[src/design/uer_pkg.sv]
// Shared types and constants for the ultrasonic echo ranger.
package uer_pkg;

    localparam int COUNT_BITS = 20;

    localparam int TRIG_W   = 8;
    localparam int TMO_W    = 20;
    localparam int DIST_W   = 23;
    localparam int CFG_W    = 23;
    localparam int CFG_IDX_W = 2;

    localparam logic [CFG_IDX_W-1:0] REG_TRIGGER_WIDTH = 2'd0;
    localparam logic [CFG_IDX_W-1:0] REG_TIMEOUT_TICKS = 2'd1;
    localparam logic [CFG_IDX_W-1:0] REG_DIST_THRESH   = 2'd2;

    localparam logic [TRIG_W-1:0] TRIG_RESET   = 8'd10;
    localparam logic [TMO_W-1:0]  TMO_RESET    = 20'd30000;
    localparam logic [DIST_W-1:0] THRESH_RESET = 23'd102400;

    localparam logic [1:0] ST_OK        = 2'd0;
    localparam logic [1:0] ST_NO_RISE   = 2'd1;
    localparam logic [1:0] ST_TOO_LONG  = 2'd2;
    localparam logic [1:0] ST_BELOW_MIN = 2'd3;

    localparam int          DIST_MUL   = 1124;
    localparam int          DIST_SHIFT = 8;
    localparam int          DIST_MIN   = 512;
    localparam int          DIST_MAX   = 8388607;

    typedef struct packed {
        logic start_req;
        logic echo_level;
    } t_in_item;

    typedef struct packed {
        logic              trigger_out;
        logic              busy_res;
        logic              done_res;
        logic [1:0]        status;
        logic [DIST_W-1:0] distance;
        logic              over_threshold;
    } t_out_item;

    // Outcome of one tick as seen by the sequencer.
    typedef struct packed {
        logic                  trigger;
        logic                  busy;
        logic                  done;
        logic                  meas_end;
        logic [1:0]            fail_status;
        logic [COUNT_BITS-1:0] width;
    } t_step;

endpackage

[src/design/uer_ctrl.sv]
// Measurement sequencer: trigger pulse, settle, echo rise wait and echo width count.
module uer_ctrl (
    input  logic                     i_clk,
    input  logic                     i_rst_n,
    input  logic                     i_adv,
    input  uer_pkg::t_in_item        i_item,
    input  logic [uer_pkg::TRIG_W-1:0] i_trigger_width,
    input  logic [uer_pkg::TMO_W-1:0]  i_timeout,
    output uer_pkg::t_step           o_step
);
    import uer_pkg::*;

    localparam logic [2:0] PH_IDLE      = 3'd0;
    localparam logic [2:0] PH_TRIG      = 3'd1;
    localparam logic [2:0] PH_SETTLE    = 3'd2;
    localparam logic [2:0] PH_WAIT_RISE = 3'd3;
    localparam logic [2:0] PH_MEASURE   = 3'd4;

    localparam int CMP_W = (COUNT_BITS > TMO_W) ? COUNT_BITS : TMO_W;
    localparam logic [COUNT_BITS-1:0] CNT_MAX    = '1;
    localparam logic [COUNT_BITS-1:0] SETTLE_END = COUNT_BITS'(2);

    logic [2:0]            r_phase, n_phase;
    logic [COUNT_BITS-1:0] r_count, n_count;
    logic [COUNT_BITS-1:0] cnt_inc;
    logic                  inc_timeout;
    logic                  trig_end;

    assign cnt_inc     = (r_count == CNT_MAX) ? CNT_MAX : r_count + 1'b1;
    assign inc_timeout = CMP_W'(cnt_inc) > CMP_W'(i_timeout);
    assign trig_end    = CMP_W'(r_count) >= CMP_W'(i_trigger_width);

    always_comb begin
        n_phase            = r_phase;
        n_count            = r_count;
        o_step.done        = 1'b0;
        o_step.meas_end    = 1'b0;
        o_step.fail_status = ST_OK;
        o_step.width       = r_count;
        case (r_phase)
            PH_IDLE: begin
                if (i_item.start_req) begin
                    n_phase = PH_TRIG;
                    n_count = COUNT_BITS'(1);
                end
            end
            PH_TRIG: begin
                if (trig_end) begin
                    n_phase = PH_SETTLE;
                    n_count = '0;
                end else begin
                    n_count = cnt_inc;
                end
            end
            PH_SETTLE: begin
                n_count = cnt_inc;
                if (cnt_inc >= SETTLE_END) begin
                    n_phase = PH_WAIT_RISE;
                    n_count = '0;
                end
            end
            PH_WAIT_RISE: begin
                if (i_item.echo_level) begin
                    n_phase = PH_MEASURE;
                    n_count = COUNT_BITS'(1);
                end else begin
                    n_count = cnt_inc;
                    if (inc_timeout) begin
                        o_step.done        = 1'b1;
                        o_step.fail_status = ST_NO_RISE;
                        n_phase            = PH_IDLE;
                        n_count            = '0;
                    end
                end
            end
            PH_MEASURE: begin
                if (i_item.echo_level) begin
                    n_count = cnt_inc;
                    if (inc_timeout) begin
                        o_step.done        = 1'b1;
                        o_step.fail_status = ST_TOO_LONG;
                        n_phase            = PH_IDLE;
                        n_count            = '0;
                    end
                end else begin
                    o_step.done     = 1'b1;
                    o_step.meas_end = 1'b1;
                    n_phase         = PH_IDLE;
                    n_count         = '0;
                end
            end
            default: begin
                n_phase = PH_IDLE;
                n_count = '0;
            end
        endcase
        o_step.trigger = (n_phase == PH_TRIG);
        o_step.busy    = (n_phase != PH_IDLE);
    end

    always_ff @(posedge i_clk) begin
        if (!i_rst_n) begin
            r_phase <= PH_IDLE;
            r_count <= '0;
        end else if (i_adv) begin
            r_phase <= n_phase;
            r_count <= n_count;
        end
    end

endmodule

[src/design/uer_dist.sv]
// Echo width to distance conversion, minimum check and threshold flag.
module uer_dist (
    input  uer_pkg::t_step                i_step,
    input  logic [uer_pkg::DIST_W-1:0]    i_threshold,
    output uer_pkg::t_out_item            o_item
);
    import uer_pkg::*;

    localparam int MUL_W = 11;
    localparam int PW    = COUNT_BITS + MUL_W;
    localparam int DW    = PW - DIST_SHIFT;
    localparam int CW    = (DW > DIST_W) ? DW : DIST_W;

    logic [PW-1:0]     prod;
    logic [CW-1:0]     d_ext;
    logic [DIST_W-1:0] dist_val;
    logic              below_min;

    // The width is scaled by 1124/256, which gives the distance in units of 1/256 cm.
    assign prod      = PW'(i_step.width) * PW'(DIST_MUL);
    assign d_ext     = CW'(prod[PW-1:DIST_SHIFT]);
    assign dist_val  = (d_ext > CW'(DIST_MAX)) ? DIST_W'(DIST_MAX) : d_ext[DIST_W-1:0];
    assign below_min = dist_val < DIST_W'(DIST_MIN);

    always_comb begin
        o_item.trigger_out    = i_step.trigger;
        o_item.busy_res       = i_step.busy;
        o_item.done_res       = i_step.done;
        o_item.status         = i_step.fail_status;
        o_item.distance       = '0;
        o_item.over_threshold = 1'b0;
        if (i_step.meas_end) begin
            if (below_min) begin
                o_item.status = ST_BELOW_MIN;
            end else begin
                o_item.status         = ST_OK;
                o_item.distance       = dist_val;
                o_item.over_threshold = dist_val >= i_threshold;
            end
        end
    end

endmodule

[src/design/ultrasonic_echo_ranger_core.sv]
// Top level of the ultrasonic echo ranger: registers, beat flow and sequencer.
//
// Each input beat is one microsecond tick and yields exactly one result beat
// that gives the trigger level and measurement state after that tick. The
// block takes one beat every cycle while the output is not stalled; a beat
// held in the input register passes through the combinational sequencer and
// distance logic, and its result is loaded into the result register as the
// beat advances. A full result register that is not taken stalls the input
// side. Configuration writes take effect at once and are meant for idle
// periods only.
module ultrasonic_echo_ranger_core (
    input  logic                          i_clk,
    input  logic                          i_rst_n,
    input  logic                          i_in_valid,
    output logic                          o_in_ready,
    input  uer_pkg::t_in_item             i_in_data,
    output logic                          o_out_valid,
    input  logic                          i_out_ready,
    output uer_pkg::t_out_item            o_out_data,
    input  logic                          i_cfg_we,
    input  logic [uer_pkg::CFG_IDX_W-1:0] i_cfg_index,
    input  logic [uer_pkg::CFG_W-1:0]     i_cfg_wdata
);
    import uer_pkg::*;

    logic [TRIG_W-1:0] r_trigger_width;
    logic [TMO_W-1:0]  r_timeout;
    logic [DIST_W-1:0] r_threshold;

    logic      r_in_valid;
    t_in_item  r_in_data;
    logic      r_out_valid;
    t_out_item r_out_data;
    logic      adv;
    t_step     step;
    t_out_item res;

    assign adv         = r_in_valid && (!r_out_valid || i_out_ready);
    assign o_in_ready  = !r_in_valid || adv;
    assign o_out_valid = r_out_valid;
    assign o_out_data  = r_out_data;

    always_ff @(posedge i_clk) begin
        if (!i_rst_n) begin
            r_trigger_width <= TRIG_RESET;
            r_timeout       <= TMO_RESET;
            r_threshold     <= THRESH_RESET;
        end else if (i_cfg_we) begin
            case (i_cfg_index)
                REG_TRIGGER_WIDTH: r_trigger_width <= i_cfg_wdata[TRIG_W-1:0];
                REG_TIMEOUT_TICKS: r_timeout       <= i_cfg_wdata[TMO_W-1:0];
                REG_DIST_THRESH:   r_threshold     <= i_cfg_wdata[DIST_W-1:0];
                default: ;
            endcase
        end
    end

    always_ff @(posedge i_clk) begin
        if (!i_rst_n) begin
            r_in_valid <= 1'b0;
        end else if (o_in_ready) begin
            r_in_valid <= i_in_valid;
        end
    end

    always_ff @(posedge i_clk) begin
        if (o_in_ready && i_in_valid) begin
            r_in_data <= i_in_data;
        end
    end

    always_ff @(posedge i_clk) begin
        if (!i_rst_n) begin
            r_out_valid <= 1'b0;
        end else if (adv) begin
            r_out_valid <= 1'b1;
        end else if (i_out_ready) begin
            r_out_valid <= 1'b0;
        end
    end

    always_ff @(posedge i_clk) begin
        if (adv) begin
            r_out_data <= res;
        end
    end

    uer_ctrl u_ctrl (
        .i_clk           (i_clk),
        .i_rst_n         (i_rst_n),
        .i_adv           (adv),
        .i_item          (r_in_data),
        .i_trigger_width (r_trigger_width),
        .i_timeout       (r_timeout),
        .o_step          (step)
    );

    uer_dist u_dist (
        .i_step      (step),
        .i_threshold (r_threshold),
        .o_item      (res)
    );

endmodule

[config.mk]
export PLATFORM = sky130hd
export DESIGN_NAME = ultrasonic_echo_ranger_core
export DESIGN_NICKNAME = d
export VERILOG_FILES = /design/src/design/uer_pkg.sv /design/src/design/uer_ctrl.sv /design/src/design/uer_dist.sv /design/src/design/ultrasonic_echo_ranger_core.sv
export SDC_FILE = /design/constraint.sdc
export NUM_CORES = 1
export LEC_CHECK = 0
export ABC_AREA = 1
export BUFFER_PORTS_ARGS = -buffer_cell sky130_fd_sc_hd__buf_2
export CAP_MARGIN = 20
export CORE_MARGIN = 2
export CORE_UTILIZATION = 46
export CTS_CLUSTER_SIZE = 16
export DETAILED_ROUTE_END_ITERATION = 10
export SYNTH_ARGS = -nofsm -noshare
export SYNTH_HDL_FRONTEND = slang
export SYNTH_HIERARCHICAL = 1
export SYNTH_SLANG_ARGS = --single-unit
export TNS_END_PERCENT = 20
[constraint.sdc]
create_clock -name i_clk -period 5.3 [get_ports i_clk]
set_input_delay 1.06 -clock i_clk [delete_from_list [all_inputs] [get_ports i_clk]]
set_output_delay 1.06 -clock i_clk [all_outputs]
set_load 0.005 [all_outputs]
==> results of run 1 <==
## layout by cell type, fill, tap and decap left out, types with 2 or more instances in the layout
cell type and count:
nand3_2 11, o21bai_1 11, o21bai_2 10, nand3_1 68, nor2_1 155, edfxtp_1 31, o21ai_1 4, buf_2 62
inv_2 2, clkinv_4 2, nor3_1 13, nor4_1 6, xor2_1 9, nor2_4 5, nand2_4 3, inv_8 2
a21oi_1 69, a21oi_2 10, nand4_1 19, nand2_1 381, o21ai_0 14, fa_1 31, ha_1 135, clkbuf_16 9
nand3b_1 10, buf_4 17, o211ai_1 2, inv_1 321, nor2_2 20, dfxtp_1 75, nand2_2 13, inv_6 2
## kinds of logic (layout without fill, tap and decap cells)
logic type	after synthesis	count (layout)	synth area share, %
AO/OA/AOI/OAI	126	126	7.63
XOR/XNOR	11	11	0.950
adder cells (fa/ha/maj)	166	166	22.8
buffers and inverters	354	418	13.5
flip-flops	107	107	24.2
AND/OR/NAND/NOR	710	710	31.0
## power groups by stage
stage	registers, mW	clock network [mW]	logic (mW)
finish	0.888	0.685	0.212
global route	0.892	0.737	0.242
detailed placement	0.907	0	0.210
floorplan	0.904	0	0.145
global placement	0.906	0	0.208
CTS	0.888	0.706	0.212
## final timing paths
check | to | slack, ns | cells after the start
worst max register to register | o_out_data[0] | 0.28 | 22
worst min register to register | r_timeout[14] | 0.47 | 2
worst max-delay path | o_out_data[0] | 0.28 | 22
worst min-delay path | r_timeout[14] | 0.47 | 2
## metrics by stage
| stage | hold WS, ns | total power [mW] | utilization (%) |
|---|---|---|---|
| after global placement | 0.457 | 1.11 | 49.6 |
| after CTS | 0.481 | 1.81 | 50.9 |
| after detailed placement | 0.461 | 1.12 | 49.6 |
| final | 0.474 | 1.78 | 50.9 |
| after global routing | 0.500 | 1.87 | 50.9 |
| after floorplan | 0.429 | 1.05 | - |
## sequential cells by signal (all words and copies together), names as in the netlist
signal / flops
r_in_data: 2
u_ctrl/r_count: 20
o_out_data: 29
o_out_valid: 1
r_timeout: 20
r_trigger_width: 8
r_in_valid: 1
r_threshold: 23
u_ctrl/r_phase: 3
## worst max-delay path, cell delays in order, from the launching register on
cell     delay, ns
dfxtp_1       0.63
ha_1          0.32
ha_1          0.30
fa_1          0.55
inv_1         0.06
fa_1          0.53
inv_1         0.04
ha_1          0.37
nand2_1       0.12
nor2_1        0.21
inv_2         0.09
nor2_4        0.12
nand2_1       0.06
nand3_1       0.15
xnor2_2       0.20
inv_1         0.09
ha_1          0.31
a21oi_1       0.14
o31ai_1       0.10
nand2_1       0.07
nand4_1       0.10
a21oi_1       0.18
nor2_2        0.05
## what timing repair did
action                     in CTS  in global routing
setup endpoints to repair       0                  1
hold endpoints to repair        0                  0
resized for setup               0                  2
## area by class of cell
class | count | share of cell area, %
multi-input cells | 1013 | 57.2
flip-flops and latches | 107 | 22.1
inverters | 323 | 10.9
repair buffers | 79 | 3.95
well taps | 280 | 3.16
clock buffers | 10 | 2.07
clock inverters | 6 | 0.519
## metal layers
layer / vias up / routed length [µm] / GRT usage [%]
met4: 0 / 490 / 6.17
met2: 185 / 12900 / 40.5
met3: 23 / 1300 / 3.47
li1: 4685 / - / -
met5: - / 0 / 0
met1: 4037 / 12400 / 31.4
==> summary.txt, run 1 <==
GRT
  • Antenna violations before repair: 0
  • Vias in the first global route: 8,548
  • Total Routing Usage GR: 23.6%
  • Largest net degree at the start of global routing: 53
  • Global-route wire length before repair: 43,900 µm
  • GR Overflow Total: 0

Synthesis
  • Total of warnings raised by yosys: 6
  • Netlist Area Pre-Place: 10,100 µm²
  • FF+latch count, synth: 107
  • Syn avg cell area: 6.88 µm²
  • Top cell type's share of synthesized area: 16.6%
  • Area contributors post-synth: ha_1 (17%), dfxtp_1 (15%), nand2_1 (14%), inv_1 (12%), edfxtp_1 (9.2%)
  • Sequential share of the synthesized area: 24.2%
  • Async SR Flop Fraction: 0%
  • Cells after synthesis: 1,474
  • Top post-synthesis cells by count: nand2_1 (381), inv_1 (321), nor2_1 (155)
  • Synth Flop Type: dfxtp_1
  • Largest area contributor in the netlist: ha_1
  • Syn nets: 1,672
  • Synth cell types: 43
  • Post-synth EDFFs: 31
  • Most common cell in the netlist: nand2_1

STA
  • Setup TNS: 0 ns
  • Clock Skew: 0.0159 ns
  • Period utilization: 94.7%
  • Max Clock Freq: 199 MHz
  • Relative slew slack: 25.1%
  • RSZ-0062 raised after global routing: no
  • Final critical-path required period: 5.02 ns
  • Slew Viols, Final: 0
  • Setup ws final: 0.282 ns
  • Final Hold Viols: 0
  • Worst Tran Pin Value: 1.12 ns
  • Final setup viols: 0

Worst setup path
  • CP Launch Type: register
  • Worst setup EP type: register
  • Reg-to-Reg Start: u_ctrl/r_count[8]
  • Classification of the worst setup path: register to register
  • Critical Path RT: 5.41 ns
  • Worst EP arrival: 5.13 ns
  • CP startpoint: u_ctrl/r_count[8]
  • Worst Path Max Fanout: 11

Pwr
  • Switching part of the total: 28.8%
  • Cell area power density: 161 nW/µm²
  • Net Switching: 0.514 mW
  • Static leakage: 6.31 nW
  • Pint: 1.27 mW
  • Clk pwr share: 38.4%
  • Seq pwr share: 49.8%
  • Power share of the combinational group: 11.9%
  • Peak supply drop: 0.000136 V

Floorplan
  • I/O pin cnt: 63
  • Die W: 153 µm
  • Die Area: 23,300 µm²
  • Starting Density: 46.6%
  • DIE HEIGHT: 153 µm
  • Row cnt: 54
  • Core area: 21,800 µm²

Route
  • DR pass1 iterations: 5
  • Detailed Route WL: 27,100 µm
  • Via count: 8,930
  • Routed Antenna Nets: 0
  • Avg WL per Cell: 14.9 µm
  • # DRC: 0
  • Vias/cell: 4.91
  • Drt first-iter violations: 487

Clocking
  • Clock Latency Late Sink: 0.36 ns
  • Root buffer cell: clkbuf_16
  • Clk buf depth: 2
  • Hold_buf cts: 0
  • CTS tree: built
  • Setup Fix Bufs, Post-CTS: 0
  • CTS Buf Count: 9
  • Reg clk slew, reported paths: 0.08 ns
  • CTS sink cnt: 107
  • Htree depth: 3

Hold path
  • Hold Startpoint: r_timeout[14]
  • Path type of the worst min-delay path: register to register

Cells and area
  • Fin area: 11,100 µm²
  • Final net count: 1,731
  • Non-filler instance count after layout: 1,818
  • Layout cell share with drive strength beyond 1: 11.4%
  • Ant diodes: 0
  • Sequential cell area: 2450 µm²
  • Multi-input logic area: 6340 µm²
  • Area Overhead vs Synth: 9.25%
  • Layout filler cell count: 2,315

Placed design
  • Routability cong.: 0.910
  • Placed cell areas: 10,800 µm²
  • IO Port Bufs: 62
  • Placed insts: 1,802
  • Place WS: 0.116 ns
  • HPWL after DPL: 22,000 µm

Flow run
  • Max-Cap Viols: 0

Status
  • Status: completed
(Power assumes the default switching activity.)
==> run 2, diff against run 1 <==
--- a/config.mk
+++ b/config.mk
@@ -12,6 +12,7 @@
 export CORE_UTILIZATION = 46
 export CTS_CLUSTER_SIZE = 16
 export DETAILED_ROUTE_END_ITERATION = 10
+export PLACE_DENSITY = 0.64
 export SYNTH_ARGS = -nofsm -noshare
 export SYNTH_HDL_FRONTEND = slang
 export SYNTH_HIERARCHICAL = 1
==> constraint.sdc (replaced) <==
create_clock -name i_clk -period 5.7 [get_ports i_clk]
set_input_delay 1.14 -clock i_clk [delete_from_list [all_inputs] [get_ports i_clk]]
set_output_delay 1.14 -clock i_clk [all_outputs]
set_load 0.005 [all_outputs]
==> run 2 against run 1 <==
Effect of this change:
- utilization fell by 0.32 points
- critical path depth rose by 1
- largest cell class unchanged
- clock skew fell by 0.0030 ns
- register-to-register slack improved by 0.44 ns
- setup slack improved by 0.44 ns
- critical endpoint unchanged
==> summary.txt, run 2 (same netlist as run 1, synthesis figures left out) <==
Cells and area
  • Most common cell after layout, fill and taps aside: nand2_1
  • Layout cell share with drive strength beyond 1: 10.8%
  • Most frequent cells in the layout: nand2_1 (381), inv_1 (321), nor2_1 (155)
  • Final net count: 1,723
  • Layout filler cell count: 2,209
  • Area Overhead vs Synth: 8.56%
  • Max reg flops: 29
  • Final Util: 50.6%
  • Ant diodes: 0

Floorplan
  • Core area: 21,800 µm²
  • Row cnt: 54
  • Starting Density: 46.6%
  • Die W: 153 µm
  • I/O pin cnt: 63
  • DIE HEIGHT: 153 µm
  • Die Area: 23,300 µm²

Pwr
  • Static leakage: 6.27 nW
  • Peak supply drop: 0.000135 V
  • Cell area power density: 149 nW/µm²

STA
  • Period utilization: 87.2%
  • Relative slew slack: 27.1%
  • Setup TNS: 0 ns
  • Final Hold Viols: 0
  • Slew Viols, Final: 0
  • Worst Tran Pin Value: 1.09 ns
  • Clock Skew: 0.0129 ns
  • RSZ-0062 raised after global routing: no
  • Hold_ws: 0.471 ns
  • Final setup viols: 0
  • Setup ws final: 0.727 ns
  • Final critical-path required period: 4.97 ns
  • Max Clock Freq: 201 MHz

Clocking
  • Root buffer cell: clkbuf_16
  • Clk buf depth: 2
  • Hold_buf cts: 0
  • CTS sink cnt: 107
  • Htree depth: 3
  • Post-CTS sizing: 0
  • Clock Latency Late Sink: 0.36 ns
  • Reg clk slew, reported paths: 0.08 ns
  • CTS Buf Count: 9
  • CTS tree: built
  • Setup Fix Bufs, Post-CTS: 0

GRT
  • Total Routing Usage GR: 23.1%
  • Largest net degree at the start of global routing: 54
  • GR Overflow Total: 0
  • Antenna violations before repair: 0
  • Global-route wire length before repair: 43,600 µm
  • Vias in the first global route: 8,645

Route
  • DR pass1 iterations: 5
  • Vias/cell: 4.98
  • Avg WL per Cell: 14.7 µm
  • Via count: 9,014
  • Routed Antenna Nets: 0
  • Drt first-iter violations: 564
  • # DRC: 0
  • Detailed Route WL: 26,600 µm

Placed design
  • IO Port Bufs: 62
  • HPWL after DPL: 21,600 µm
  • Routability cong.: 0.896
  • Place WS: 0.791 ns

Flow run
  • Max-Cap Viols: 0

Worst setup path
  • Critical Path RT: 5.92 ns
  • Classification of the worst setup path: register to register
  • CP Launch Type: register
  • Worst Path Max Fanout: 11
  • Worst EP arrival: 5.20 ns
  • Worst setup EP type: register

Hold path
  • Path type of the worst min-delay path: register to register

Status
  • Status: completed
## run 2: cell count changes in the layout (fill, tap and decap cells not counted), sizes merged
cell / change
inv: +2
clkinv: -2
buf: -8
## run 2: final timing paths
path / startpoint / to / slack (ns) / cells past startpoint
max: u_ctrl/r_count[9] / o_out_data[0] / 0.73 / 23
min: r_trigger_width[3] / r_trigger_width[3] / 0.47 / 2
max reg2reg: u_ctrl/r_count[9] / o_out_data[0] / 0.73 / 23
min reg2reg: r_trigger_width[3] / r_trigger_width[3] / 0.47 / 2
## run 2: cell type report
type	count	area (µm²)	share of cell area [%]
Tap cell	280	350	3.18
Clock buffer	10	229	2.08
Multi-Input combinational cell	1013	6340	57.6
Timing Repair Buffer	71	378	3.43
Clock inverter	6	52.6	0.477
Inverter	323	1210	11.0
Sequential cell	107	2450	22.3
## run 2: worst max-delay path: stages, from the launching register on
cell	delay (ns)
dfxtp_1	0.66
ha_1	0.34
ha_1	0.30
fa_1	0.54
inv_1	0.06
fa_1	0.53
inv_1	0.04
ha_1	0.36
nand2_1	0.12
nor2_1	0.19
nand3_1	0.15
nand3_1	0.13
nand2_1	0.08
nand2_1	0.07
nand2_1	0.04
nand2_1	0.15
inv_1	0.07
ha_1	0.29
nand4_1	0.09
nor4_1	0.30
nand3_1	0.11
nand2_1	0.07
a21oi_1	0.04
nor2_2	0.11
## run 2: per-stage QoR
stage / cell area (µm²) / power [mW] / instances
6_report: 11000 / 1.64 / 1810
5_1_grt: 11000 / 1.71 / 1810
4_1_cts: 11000 / 1.65 / 1810
3_5_place_dp: 10700 / 1.04 / 1794
3_3_place_gp: 10700 / 1.03 / 1794
2_1_floorplan: 10100 / 0.975 / 1474
## run 2: layer usage
| metal | track usage, % | part of all wire [%] | up-vias |
|---|---|---|---|
| met1 | 31.3 | 47 | 4106 |
| li1 | - | - | 4663 |
| met2 | 38.2 | 47 | 197 |
| met5 | 0 | 0 | - |
| met4 | 7.94 | 2.9 | 0 |
| met3 | 2.93 | 3.5 | 48 |
## run 2: power by group
group	internal (mW)	switching, mW	leakage (nW)	total (mW)
clock network	0.307	0.310	0.141	0.617
logic	0.0622	0.133	5.19	0.195
registers	0.810	0.0161	0.941	0.826
total	1.18	0.459	6.27	1.64
